`src/sv/hcd_pkg.sv`:
```
// shared types, constants and match tables for the cookie header detector
package hcd_pkg;

	localparam int unsigned MAX_PAYLOAD_DEF = 65535;
	localparam int unsigned POS_W           = 16;
	localparam int unsigned CFG_W           = 16;
	localparam int unsigned MIN_LEN_RST     = 16;
	localparam int unsigned PAT_LEN         = 8;
	localparam int unsigned NUM_METH        = 3;
	localparam logic [7:0]  CR_BYTE         = 8'h0d;

	typedef enum logic [2:0] {
		ST_MATCH       = 3'd0,
		ST_TOO_SHORT   = 3'd1,
		ST_NO_METHOD   = 3'd2,
		ST_NO_HEADER   = 3'd3,
		ST_UNTERMINATED = 3'd4
	} status_t;

	typedef enum logic {
		REG_BLOCK_ENABLE = 1'b0,
		REG_MIN_LENGTH   = 1'b1
	} reg_index_t;

	typedef struct packed {
		status_t          status;
		logic [POS_W-1:0] value_offset;
		logic [POS_W-1:0] value_length;
		logic             rewrite;
	} result_t;

	function automatic logic [7:0] cookie_char(input logic [2:0] idx);
		logic [7:0] c;
		case (idx)
			3'd0: c = 8'h43;
			3'd1: c = 8'h6f;
			3'd2: c = 8'h6f;
			3'd3: c = 8'h6b;
			3'd4: c = 8'h69;
			3'd5: c = 8'h65;
			3'd6: c = 8'h3a;
			default: c = 8'h20;
		endcase
		return c;
	endfunction

	function automatic logic [2:0] meth_len(input logic [1:0] m);
		logic [2:0] n;
		case (m)
			2'd0: n = 3'd4;
			default: n = 3'd5;
		endcase
		return n;
	endfunction

	function automatic logic [7:0] meth_char(input logic [1:0] m, input logic [2:0] idx);
		logic [7:0] c;
		c = 8'h00;
		case (m)
			2'd0: begin
				case (idx)
					3'd0: c = 8'h47;
					3'd1: c = 8'h45;
					3'd2: c = 8'h54;
					3'd3: c = 8'h20;
					default: c = 8'h00;
				endcase
			end
			2'd1: begin
				case (idx)
					3'd0: c = 8'h50;
					3'd1: c = 8'h4f;
					3'd2: c = 8'h53;
					3'd3: c = 8'h54;
					3'd4: c = 8'h20;
					default: c = 8'h00;
				endcase
			end
			default: begin
				case (idx)
					3'd0: c = 8'h48;
					3'd1: c = 8'h45;
					3'd2: c = 8'h41;
					3'd3: c = 8'h44;
					3'd4: c = 8'h20;
					default: c = 8'h00;
				endcase
			end
		endcase
		return c;
	endfunction

endpackage

```
`src/sv/hcd_match.sv`:
```
// per-packet scan state: method check, header search, value count and status
module hcd_match import hcd_pkg::*; #(
	parameter int unsigned MAX_PAYLOAD = MAX_PAYLOAD_DEF
) (
	input  logic             clk,
	input  logic             arst_n,
	input  logic             fire,
	input  logic [7:0]       byte_in,
	input  logic             last_in,
	input  logic             block_enable,
	input  logic [CFG_W-1:0] min_length,
	output result_t          result
);

	localparam logic [POS_W-1:0] MAX_POS = POS_W'(MAX_PAYLOAD);

	logic [POS_W-1:0]    pos_q;
	logic [NUM_METH-1:0] alive_q;
	logic [3:0]          prog_q;
	logic                found_q;
	logic                term_q;
	logic [POS_W-1:0]    off_q;
	logic [POS_W-1:0]    len_q;

	logic                active;
	logic [POS_W-1:0]    pos_n;
	logic [POS_W-1:0]    total;
	logic [NUM_METH-1:0] alive_n;
	logic [3:0]          prog_n;
	logic                found_n;
	logic                term_n;
	logic [POS_W-1:0]    off_n;
	logic [POS_W-1:0]    len_n;
	logic                method_ok;

	always_comb begin
		active  = pos_q < MAX_POS;
		pos_n   = pos_q;
		total   = MAX_POS;
		alive_n = alive_q;
		prog_n  = prog_q;
		found_n = found_q;
		term_n  = term_q;
		off_n   = off_q;
		len_n   = len_q;
		if (active) begin
			pos_n = pos_q + 1'b1;
			total = pos_q + 1'b1;
			for (int m = 0; m < NUM_METH; m++) begin
				if (pos_q < POS_W'(meth_len(2'(m))) &&
				    byte_in != meth_char(2'(m), pos_q[2:0]))
					alive_n[m] = 1'b0;
			end
			if (!found_q) begin
				if (byte_in == cookie_char(prog_q[2:0]))
					prog_n = prog_q + 1'b1;
				else
					prog_n = (byte_in == cookie_char(3'd0)) ? 4'd1 : 4'd0;
				if (prog_n == 4'(PAT_LEN)) begin
					found_n = 1'b1;
					off_n   = pos_q + 1'b1;
					prog_n  = 4'd0;
				end
			end else if (!term_q) begin
				if (byte_in == CR_BYTE)
					term_n = 1'b1;
				else
					len_n = len_q + 1'b1;
			end
		end
	end

	always_comb begin
		method_ok = 1'b0;
		for (int m = 0; m < NUM_METH; m++) begin
			if (alive_n[m] && total >= POS_W'(meth_len(2'(m))))
				method_ok = 1'b1;
		end
		result = '0;
		if (total < min_length)
			result.status = ST_TOO_SHORT;
		else if (!method_ok)
			result.status = ST_NO_METHOD;
		else if (!found_n)
			result.status = ST_NO_HEADER;
		else if (!term_n)
			result.status = ST_UNTERMINATED;
		else begin
			result.status       = ST_MATCH;
			result.value_offset = off_n;
			result.value_length = len_n;
			result.rewrite      = block_enable;
		end
	end

	always_ff @(posedge clk or negedge arst_n) begin
		if (!arst_n) begin
			pos_q   <= '0;
			alive_q <= '1;
			prog_q  <= '0;
			found_q <= 1'b0;
			term_q  <= 1'b0;
			off_q   <= '0;
			len_q   <= '0;
		end else if (fire) begin
			if (last_in) begin
				pos_q   <= '0;
				alive_q <= '1;
				prog_q  <= '0;
				found_q <= 1'b0;
				term_q  <= 1'b0;
				off_q   <= '0;
				len_q   <= '0;
			end else begin
				pos_q   <= pos_n;
				alive_q <= alive_n;
				prog_q  <= prog_n;
				found_q <= found_n;
				term_q  <= term_n;
				off_q   <= off_n;
				len_q   <= len_n;
			end
		end
	end

	hdr_progress_a: assert property (@(posedge clk) disable iff (!arst_n)
		prog_q < 4'(PAT_LEN))
		else $error("header pattern progress out of range");

	term_needs_found_a: assert property (@(posedge clk) disable iff (!arst_n)
		term_q |-> found_q)
		else $error("terminator seen without header");

	pos_bound_a: assert property (@(posedge clk) disable iff (!arst_n)
		pos_q <= MAX_POS)
		else $error("byte position beyond payload limit");

endmodule

```
`src/sv/http_cookie_header_detector.sv`:
```
// top level: input word register, packet scan and result register
// a last byte waits in the input word register until the result register is free, then its result is registered there
// throughput: one byte per cycle; the input stalls only when a result waits
//   in the output register and the output is stalled
// reset clears registers to block_enable 0, min_length 16, and an empty packet
module http_cookie_header_detector import hcd_pkg::*; #(
	parameter int unsigned MAX_PAYLOAD = MAX_PAYLOAD_DEF
) (
	input  logic             clk,
	input  logic             arst_n,
	input  logic             in_valid,
	output logic             in_stall,
	input  logic [7:0]       data_byte,
	input  logic             last,
	output logic             out_valid,
	input  logic             out_stall,
	output logic [2:0]       status,
	output logic [POS_W-1:0] value_offset,
	output logic [POS_W-1:0] value_length,
	output logic             rewrite,
	input  logic             wr_en,
	input  logic             wr_index,
	input  logic [CFG_W-1:0] wr_data
);

	logic             block_enable_q;
	logic [CFG_W-1:0] min_length_q;

	logic             valid_s1;
	logic [7:0]       byte_s1;
	logic             last_s1;

	logic             out_valid_q;
	result_t          res_q;
	result_t          res_n;

	logic             out_free;
	logic             s1_fire;
	logic             res_load;

	assign out_free = !out_valid_q || !out_stall;
	assign s1_fire  = valid_s1 && (!last_s1 || out_free);
	assign res_load = s1_fire && last_s1;
	assign in_stall = valid_s1 && !s1_fire;

	always_ff @(posedge clk or negedge arst_n) begin
		if (!arst_n) begin
			block_enable_q <= 1'b0;
			min_length_q   <= CFG_W'(MIN_LEN_RST);
		end else if (wr_en) begin
			unique case (reg_index_t'(wr_index))
				REG_BLOCK_ENABLE: block_enable_q <= wr_data[0];
				REG_MIN_LENGTH:   min_length_q   <= wr_data;
			endcase
		end
	end

	always_ff @(posedge clk or negedge arst_n) begin
		if (!arst_n)
			valid_s1 <= 1'b0;
		else if (!in_stall)
			valid_s1 <= in_valid;
	end

	always_ff @(posedge clk) begin
		if (in_valid && !in_stall) begin
			byte_s1 <= data_byte;
			last_s1 <= last;
		end
	end

	hcd_match #(
		.MAX_PAYLOAD(MAX_PAYLOAD)
	) u_match (
		.clk          (clk),
		.arst_n       (arst_n),
		.fire         (s1_fire),
		.byte_in      (byte_s1),
		.last_in      (last_s1),
		.block_enable (block_enable_q),
		.min_length   (min_length_q),
		.result       (res_n)
	);

	always_ff @(posedge clk or negedge arst_n) begin
		if (!arst_n)
			out_valid_q <= 1'b0;
		else if (out_free)
			out_valid_q <= res_load;
	end

	always_ff @(posedge clk) begin
		if (res_load)
			res_q <= res_n;
	end

	assign out_valid    = out_valid_q;
	assign status       = res_q.status;
	assign value_offset = res_q.value_offset;
	assign value_length = res_q.value_length;
	assign rewrite      = res_q.rewrite;

	// a non-last word never waits on the output side
	mid_word_flows_a: assert property (@(posedge clk) disable iff (!arst_n)
		(valid_s1 && !last_s1) |-> s1_fire)
		else $error("non-last word held back");

	stall_cause_a: assert property (@(posedge clk) disable iff (!arst_n)
		in_stall |-> (out_valid_q && out_stall))
		else $error("input stalled without output back pressure");

	miss_fields_zero_a: assert property (@(posedge clk) disable iff (!arst_n)
		(out_valid_q && res_q.status != ST_MATCH) |->
		(res_q.value_offset == '0 && res_q.value_length == '0 && !res_q.rewrite))
		else $error("nonzero fields on a miss result");

	rewrite_needs_enable_a: assert property (@(posedge clk) disable iff (!arst_n)
		res_load |-> (!res_n.rewrite || block_enable_q))
		else $error("rewrite flagged with blocking disabled");

endmodule
```
`config.mk`:
```
export PLATFORM = sky130hd
export DESIGN_NAME = http_cookie_header_detector
export DESIGN_NICKNAME = d
export VERILOG_FILES = /design/src/sv/hcd_pkg.sv /design/src/sv/hcd_match.sv /design/src/sv/http_cookie_header_detector.sv
export SDC_FILE = /design/constraint.sdc
export NUM_CORES = 1
export LEC_CHECK = 0
export ABC_AREA = 1
export CORE_ASPECT_RATIO = 1.4
export CORE_MARGIN = 3
export CORE_UTILIZATION = 35
export DETAILED_ROUTE_END_ITERATION = 6
export DONT_BUFFER_PORTS = 1
export SLEW_MARGIN = 20
export SYNTH_ARGS = -nofsm -noshare
export SYNTH_HDL_FRONTEND = slang
export SYNTH_SLANG_ARGS = --single-unit
```
`constraint.sdc`:
```
create_clock -name clk -period 5.3 [get_ports clk]
set_clock_uncertainty 0.15 [all_clocks]
set_input_delay 0.795 -clock clk [delete_from_list [all_inputs] [get_ports clk]]
set_output_delay 0.795 -clock clk [all_outputs]
set_load 0.01 [all_outputs]
```
* Yosys cells after proc, flatten, opt, wreduce, memory -nomap -nowiden
Cells that the tools add are included.
** Word-level totals
- Input bits :: 31
- Logic and storage cells :: 127
- Bits in registers :: 121
- Output and inout port bits :: 38
** Operators by class
- $add $sub $neg :: 3
- Bitwise logic cells :: 4
- Equal/unequal tests :: 18
- Reduce and logical (&&, ||, !) cells :: 27
- Multiplexer cells :: 51
- Order comparisons :: 6
** Operators by type and width (number)
- 16-bit 2-to-1 mux :: 12
- 7-bit one-hot mux with 5 select lines :: 2
- 7-bit one-hot mux with 6 select lines :: 1
- 8-bit 2-to-1 mux :: 5
- 16-bit by 1-bit adder with 16-bit output (second input constant) :: 2
- 16-bit by 3-bit greater-or-equal comparator with 1-bit output (second input constant) :: 2
- 16-bit by 3-bit less-than comparator with 1-bit output :: 2
- 4-bit 2-to-1 mux :: 7
- 7-bit one-hot mux with 4 select lines :: 1
- 8-bit != test :: 3
- 16-bit less-than comparator :: 1
- 16-bit less-than comparator (second input constant) :: 1
- 1-bit 2-to-1 mux :: 16
- 3-bit 2-to-1 mux :: 5
- 3-bit by 2-bit equality test with 1-bit output (second input constant) :: 4
- 3-bit equality test (second input constant) :: 4
- 1-bit logical AND :: 10
- 8-bit by 4-bit equality test with 1-bit output (second input constant) :: 1
- 8-bit by 7-bit equality test with 1-bit output (second input constant) :: 1
- 8-bit equality test :: 1
- 3-bit by 1-bit equality test with 1-bit output (second input constant) :: 2
- 3-bit logical NOT :: 2
- 2-bit AND reduction :: 3
- 1-bit logical NOT :: 5
- other kinds (11) :: 16

* Longest topological paths before layout
Gate-level depths: netlist of run 1.
- Depth after elaboration :: 15
- Mapped depth :: 21

* By module
A second synthesis of run 1 with hierarchy kept.
** Unflattened totals
- Cells, all modules :: 873
- Area, all modules :: 7148.1 um^2
** By module, submodules not included
- hcd_match :: cells an instance 739, area each 4964.8 um^2, times used 1
- http_cookie_header_detector :: cells an instance 134, area each 2183.3 um^2, times used 1

* Worst setup path after synthesis of run 1
OpenSTA, ideal clock, no wires.
- Path type :: reg2reg
- Start point :: register u_match.pos_q[1]
- End point :: register res_q (netlist bit rewrite), data pin
- Data required time :: 4.897 ns
- Path slack :: 2.276 ns
- Library setup time :: 0.253 ns
- Stages on the path, launching flop included :: 20
- Arrival :: 2.621 ns
- Cells stage by stage :: dfrtp_1 ha_1 inv_1 nor2_2 nand2_1 inv_1 nand2_1 buf_6 clkbuf_1 nand2_1 ha_1 a21oi_1 nor2_1 a211oi_1 nand2_1 nand2_1 a21oi_1 nand2_4 buf_6 nor2_1
** Between the ends
- Word-level cells in the longest chain between the ends :: 13
- Elaborated cells between the ends (all ways) :: 41
** RTL lines
- start, declared :: line hcd_match.sv:17 : logic [POS_W-1:0] pos_q;
- start signal, assigned :: line hcd_match.sv:115 : pos_q <= pos_n;
- branches (longest 12 deep; another with 16-bit by 1-bit adder with 16-bit output)
- 4-bit OR reduction (no source line) (*)
- end signal, assigned :: line http_cookie_header_detector.sv:94 : res_q <= res_n;
- end, declared :: line http_cookie_header_detector.sv:34 : result_t res_q;
Mark *: on every way between the ends. The select of a mux whose other input is x is not followed.
A chain may end at the register's enable or synchronous reset.

* Worst setup path in the final report of run 1
- Start point :: register u_match.pos_q[0]
- End point :: register res_q (netlist bit value_length[8]), data pin
** Between the ends
- Word-level cells in the longest chain between the ends :: 13
- Elaborated cells between the ends (all ways) :: 42
** RTL lines
- branches (longest 13 deep; another with 16-bit by 1-bit adder with 16-bit output)
Parallel ways; which one is timed is not known. The select of a mux whose other input is x is not followed.

==> results of run 1 <==
## state kept, by name, summed over array words and instances, names as in the netlist, 3 cells and up
name / cells
min_length_q: 16
u_match.len_q: 16
u_match.prog_q: 4
value_offset: 16
status: 3
value_length: 16
u_match.off_q: 16
byte_s1: 8
u_match.pos_q: 16
u_match.alive_q: 3
## final timing paths
path / end / slack (ns)
hold / removal: min_length_q[4] / 0.07
min in group clk: byte_s1[7] / 0.32
hold reg to reg: u_match.off_q[11] / 0.33
setup / recovery: value_length[8] / 1.49
max in group asynchronous: u_match.off_q[14] / 4.57
setup reg to reg: value_length[8] / 1.49
## kinds of logic (layout without fill, tap and decap cells)
family	after synthesis	after routing	share of synthesized area [%]
and+or+nand+nor	479	479	30.5
xor gates and xnor gates	21	21	2.62
AOI/OAI and AO/OA	91	91	7.24
adders and majority gates	26	26	4.64
DFF	121	121	46.4
buffers and inverters	148	161	8.56
## final cells by class
type | instances | area (µm²)
repair buffers | 6 | 65.1
well taps | 248 | 310
inverters | 123 | 462
clock buffers | 18 | 439
multi-input cells | 617 | 3160
flip-flops and latches | 121 | 3260
fillers | 1946 | 11600
clock inverters | 14 | 148
## through the flow
stage / utilization (%) / hold slack, ns / instances / power (mW)
final: 40.3 / 0.0702 / 1147 / 2.45
after global placement: 37.2 / 0.311 / 1114 / 1.30
after global routing: 40.3 / 0.0478 / 1147 / 2.56
after detailed placement: 37.2 / 0.315 / 1114 / 1.30
after floorplan: - / 0.299 / 886 / 1.24
after CTS: 40.3 / 0.0527 / 1147 / 2.47
## worst reg2reg max path, cell delays in order, from the launching register on
cell     delay, ns
dfrtp_1       0.58
ha_1          0.30
inv_1         0.07
nor2_2        0.19
nand2_1       0.13
inv_1         0.07
nand2_1       0.39
nand2_1       0.21
ha_1          0.26
a21oi_1       0.15
o21ai_0       0.10
a21oi_1       0.32
a21oi_1       0.17
nand2_4       0.35
nor2_1        0.11
## layout by cell type (no fill, tap or decap), types with 2 or more instances in the layout
master / instances
nand2_1: 228
clkinvlp_4: 2
nor3_1: 7
nor2_4: 3
o21bai_1: 2
bufinv_16: 2
o21ai_0: 28
buf_4: 5
a21oi_1: 30
dfrtp_1: 72
clkinv_4: 3
inv_6: 2
inv_2: 3
nand4_1: 32
nand2_4: 2
clkinv_1: 2
nand3b_1: 2
clkinv_2: 2
xor2_1: 20
nor4_1: 3
a211oi_1: 2
o22ai_1: 22
nand2_2: 25
a31oi_1: 2
nor2_2: 14
edfxtp_1: 45
dfstp_2: 4
inv_1: 120
ha_1: 26
nand3_1: 60
clkbuf_16: 17
nor2_1: 98
## per-layer routing
| metal | global-route usage (%) | wire length (µm) | up-vias |
|---|---|---|---|
| met5 | 0 | 0 | - |
| met4 | 6.28 | 427 | 0 |
| met3 | 3.21 | 633 | 32 |
| met2 | 28.5 | 8850 | 136 |
| met1 | 19.2 | 7140 | 2610 |
| li1 | - | - | 2876 |
## timing repair
action | 4_1_cts | 5_1_grt
hold buffers | 1 | 0
hold endpoints to repair | 72 | 0
setup buffers | 0 | 0
## report_power, final
group | switching (mW) | total, mW | internal, mW
Sequential | 0.0323 | 1.05 | 1.02
Combinational | 0.171 | 0.245 | 0.0742
Clock | 0.449 | 1.16 | 0.707
Total | 0.652 | 2.45 | 1.80
==> results.cfg, run 1 <==
[outcome]
status = completed

[global_routing]
gr-total-overflow = 0
grt_pass1_vias = 5602
grt_util_all_layers_pct = 16.1
grt_max_degree = 73
grt_antenna_before_repair = 0
grt_pass1_wl_um = 28200

[routing]
drt-initial-drc-count = 441
drtPass1Iterations = 5
drc = 0
via_per_inst = 4.93
wl_per_cell_um = 14.9
routed_wl_um = 17000
postRouteAntennaNets = 0
vias = 5654

[synth]
syn_nets = 943
async_flop_share_pct = 62.8
synthFlopType = dfrtp_1
yosys.area.top_type = dfrtp_1
synthTopCellsByCount = nand2_1 (228), inv_1 (120), nor2_1 (98)
synth.area.top_cells = dfrtp_1 (26%), edfxtp_1 (19%), nand2_1 (12%), inv_1 (6.4%), nor2_1 (5.2%)
synth.distinct_cells = 40
yosysWarnings = 0
syn_area_per_cell_um2 = 7.92
synth-seq-area-share_pct = 46.4
synth_top_area_share_pct = 25.7
netlist_instances = 886
syn-cell-area_mm2 = 0.00702
synth_edf_count = 45
yosysMostFrequentCell = nand2_1
ys_ff_latch = 121

[timing]
fin_crit_ns = 3.81
worstMarginPinSlew_ns = 0.998
relSlewSlack_pct = 33.3
setup_tns_ns = 0
period_share_pct = 71.8
maxSlewViolCount = 0
setup_ws_ns = 1.49
final-setup-viol-count = 0
grt_setup_unrepaired = false
clock.fmax_mhz = 263
hold_viol_final = 0

[critical_path]
cp_data_arrival_time_ns = 3.80
timing.rr.start = u_match.pos_q[0]
path_depth = 14
cp_num_buf_inv = 2
cp_top_family = simple AND/OR/NAND/NOR gates
rr_worst_depth = 14
crit_type = reg2reg
worstPathRequired_ns = 5.30
cpPeakStageDelay_ns = 0.58
cp_cell_sequence = ha_1 -> inv_1 -> nor2_2 -> nand2_1 -> inv_1 -> nand2_1 -> nand2_1 -> ha_1 -> a21oi_1 -> o21ai_0 -> a21oi_1 -> a21oi_1 -> nand2_4 -> nor2_1
cp-end-kind = flop
startpoint_type = flop
crit_start = u_match.pos_q[0]
critPathMaxFanout = 33
slowest_stage = dfrtp_1

[cells_and_area]
drive_gt1_share_pct = 10.1
nets = 943
fin_area_mm2 = 0.00784
antenna-diode-count = 0
area_growth_syn_to_layout_pct = 11.7

[clock_tree]
cts.reportedPaths.clkPinSlew_ns = 0.06
cts_sinks = 121
cts.htree.levels = 4
worstSkewPairLatency_ns = 0.42
cts_resized = 0
clock_path_buffers = 2
numCtsBuffers = 17
cts-root-buf = clkbuf_16
cts_tree = done

[die]
fp-row-count = 60
design.core.area_mm2 = 0.0194
ios = 69
die_area_mm2 = 0.0218
die_y_um = 174
dieWidth_um = 126
start_util_pct = 36.1

[placed_design]
place_area_mm2 = 0.00723
gp_congestion = 0.898
port-buffer-count = 0
dp_hpwl_um = 12300
place_ws_ns = 1.49

[job]
drv_cap = 0

[power]
powerDensity_mw_per_mm2 = 313
irDropWorstVdd_mv = 0.240
leakage_nw = 3.62

[hold_path]
hp-class = in2async
(Power assumes the default switching activity.)
==> inputs of run 2 (changes only) <==
==> constraint.sdc (replaced) <==
create_clock -name clk -period 3.15 [get_ports clk]
set_clock_uncertainty 0.15 [all_clocks]
set_input_delay 0.4725 -clock clk [delete_from_list [all_inputs] [get_ports clk]]
set_output_delay 0.4725 -clock clk [all_outputs]
set_load 0.01 [all_outputs]
==> run 2 against run 1 <==
  * Worst setup slack got worse by 1.3 ns
  * Register-to-register slack lost 1.3 ns
  * Via count grew 5.7%
  * Utilization rose by 2.1 points
  * Sequential cell count stayed put
  * Critical path depth did not move
  * Die area is the same
  * Design area up 5.2%
  * Clock power increased by 66%
  * Combinational power increased by 95%
  * First-iteration DRC count shrank 17%
  * Critical endpoint is now value_length[13]
  * Highest routed layer unchanged
==> results.cfg, run 2 (synthesized netlist as in run 1, its figures left out) <==
[outcome]
status = completed

[critical_path]
worstPathRequired_ns = 3.18
r2r_slack_ns = 0.20
cp-end-kind = flop
cpPeakStageDelay_ns = 0.42
crit_type = reg2reg
cp_common_cell = nand2_1
cp_cell_sequence = nand2_1 -> nor2_2 -> nand2_1 -> o21ai_1 -> and2_1 -> nand2_1 -> ha_1 -> a21oi_1 -> o21ai_0 -> a21oi_2 -> a21oi_2 -> nand2_4 -> clkbuf_16 -> nor2_1
worstReg2RegEnd = value_length[13]
crit_start = u_match.pos_q[0]
cp_data_arrival_time_ns = 2.97
startpoint_type = flop
timing.rr.start = u_match.pos_q[0]
critPathMaxFanout = 16
slowest_stage = dfrtp_2
rr_worst_depth = 14

[routing]
postRouteAntennaNets = 0
drt-initial-drc-count = 366
wl_per_cell_um = 15.0
via_per_inst = 5.03
drc = 0
vias = 5979
routed_wl_um = 17800
drtPass1Iterations = 6

[clock_tree]
clock_path_buffers = 2
cts-root-buf = clkbuf_16
numCtsBuffers = 17
cts_tree = done
cts.htree.levels = 4
cts.reportedPaths.clkPinSlew_ns = 0.06
worstSkewPairLatency_ns = 0.43
cts_sinks = 121

[die]
die_area_mm2 = 0.0218
fp-row-count = 60
die_y_um = 174
ios = 69
design.core.area_mm2 = 0.0194
dieWidth_um = 126
start_util_pct = 36.1

[hold_path]
worstHoldStart = in_valid
whs_path_depth = 2
hp-class = in2reg
holdPathEnd = valid_s1

[cells_and_area]
final_common_cell = nand2_1
num-fill-cells = 1911
final_cell_mix = nand2_1 (226), inv_1 (120), nor2_1 (97)
area_growth_syn_to_layout_pct = 17.5
nets = 984
drive_gt1_share_pct = 13.9
utilization_pct = 42.4
fin_area_mm2 = 0.00825
antenna-diode-count = 0

[power]
comb_power_share_pct = 11.5
power.share.clock_pct = 46.2
pwr-share-seq_pct = 42.4
intPower_mw = 3.05
irDropWorstVdd_mv = 0.345
leakage_nw = 3.80
p_sw_mw = 1.12
powerDensity_mw_per_mm2 = 505
switching_share_pct = 26.8

[timing]
worstMarginPinSlew_ns = 0.938
hold_viol_final = 0
period_share_pct = 93.6
final-setup-viol-count = 0
fin_crit_ns = 2.95
grt_setup_unrepaired = false
relSlewSlack_pct = 37.3
clock.fmax_mhz = 339
maxSlewViolCount = 0

[global_routing]
use_met2_pct = 29.7
grt_busiest_layer = met2
grt_pass1_vias = 6024
grt_pass1_wl_um = 29600
gr-total-overflow = 0
grt_util_all_layers_pct = 16.8
grt_max_degree = 77
met3_usage_pct = 3.48
grt_util_met1_pct = 19.1
grt_antenna_before_repair = 0

[placed_design]
dp_hpwl_um = 13000
gp_congestion = 0.916
place_area_mm2 = 0.00745
port-buffer-count = 0

[job]
drv_cap = 0
run 2: cell types whose count changed in the layout (fill, tap and decap cells not counted), sizes merged:
cell	previous run	this run
buf	6	35
clkbuf	18	19
clkinv	7	3
clkinvlp	2	6
dlygate4sd3	0	11
run 2: critical path: cells and delay by family (launching register included):
| kind | cells | cell delay, ns |
|---|---|---|
| AND/OR/NAND/NOR | 7 | 0.87 |
| AO/OA/AOI/OAI | 5 | 0.76 |
| flip-flops | 1 | 0.42 |
| adder cells (fa/ha/maj) | 1 | 0.30 |
| buffers and inverters | 1 | 0.19 |
run 2: repair_timing:
| action | in CTS | in global routing |
|---|---|---|
| pin swaps | 0 | 0 |
| buffers inserted | 0 | 2 |
| cloned | 0 | 1 |
| hold endpoints to repair | 86 | 0 |
| hold buffers | 12 | 0 |
| setup endpoints to repair | 23 | 34 |
| resized for setup | 1 | 11 |
run 2: stage by stage:
step | power (mW) | setup TNS, ns | worst slack [ns] | hold slack, ns | cells
after floorplan | 2.08 | 0 | 0.126 | 0.0269 | 886
after global placement | 2.21 | 0 | 0.0539 | 0.0322 | 1141
after detailed placement | 2.22 | -0.354 | -0.0298 | 0.0321 | 1141
after CTS | 4.18 | 0 | 0.0368 | 0.0135 | 1185
after global routing | 4.36 | 0 | 0.00642 | 0.0206 | 1188
final | 4.16 | 0 | 0.201 | 0.0248 | 1188
run 2: power by group through the flow:
stage	logic (mW)	registers (mW)	clock network, mW
after global routing	0.545	1.77	2.04
after detailed placement	0.428	1.79	0
after CTS	0.466	1.76	1.95
after floorplan	0.303	1.78	0
after global placement	0.423	1.79	0
final	0.477	1.76	1.92
run 2: worst max path at each step:
stage | end | slack (ns) | cells past startpoint
5_1_grt | value_offset[6] | 0.006 | 20
3_3_place_gp | value_length[1] | 0.05 | 14
6_report | value_length[13] | 0.20 | 14
2_1_floorplan | rewrite | 0.13 | 19
4_1_cts | value_length[1] | 0.04 | 18
3_5_place_dp | value_length[1] | -0.03 | 14
run 2: final cells by class:
class / instances / area [µm²] / share of cell area, %
Timing Repair Buffer: 47 / 443 / 5.37
Multi-Input combinational cell: 617 / 3190 / 38.7
Clock inverter: 14 / 149 / 1.81
Clock buffer: 18 / 429 / 5.20
Inverter: 123 / 462 / 5.60
Tap cell: 248 / 310 / 3.76
Sequential cell: 121 / 3260 / 39.5
run 2: layer usage:
| metal | up-vias | wire, µm |
|---|---|---|
| met5 | - | 0 |
| met4 | 0 | 706 |
| met3 | 57 | 840 |
| met2 | 188 | 9080 |
| met1 | 2766 | 7210 |
| li1 | 2968 | - |
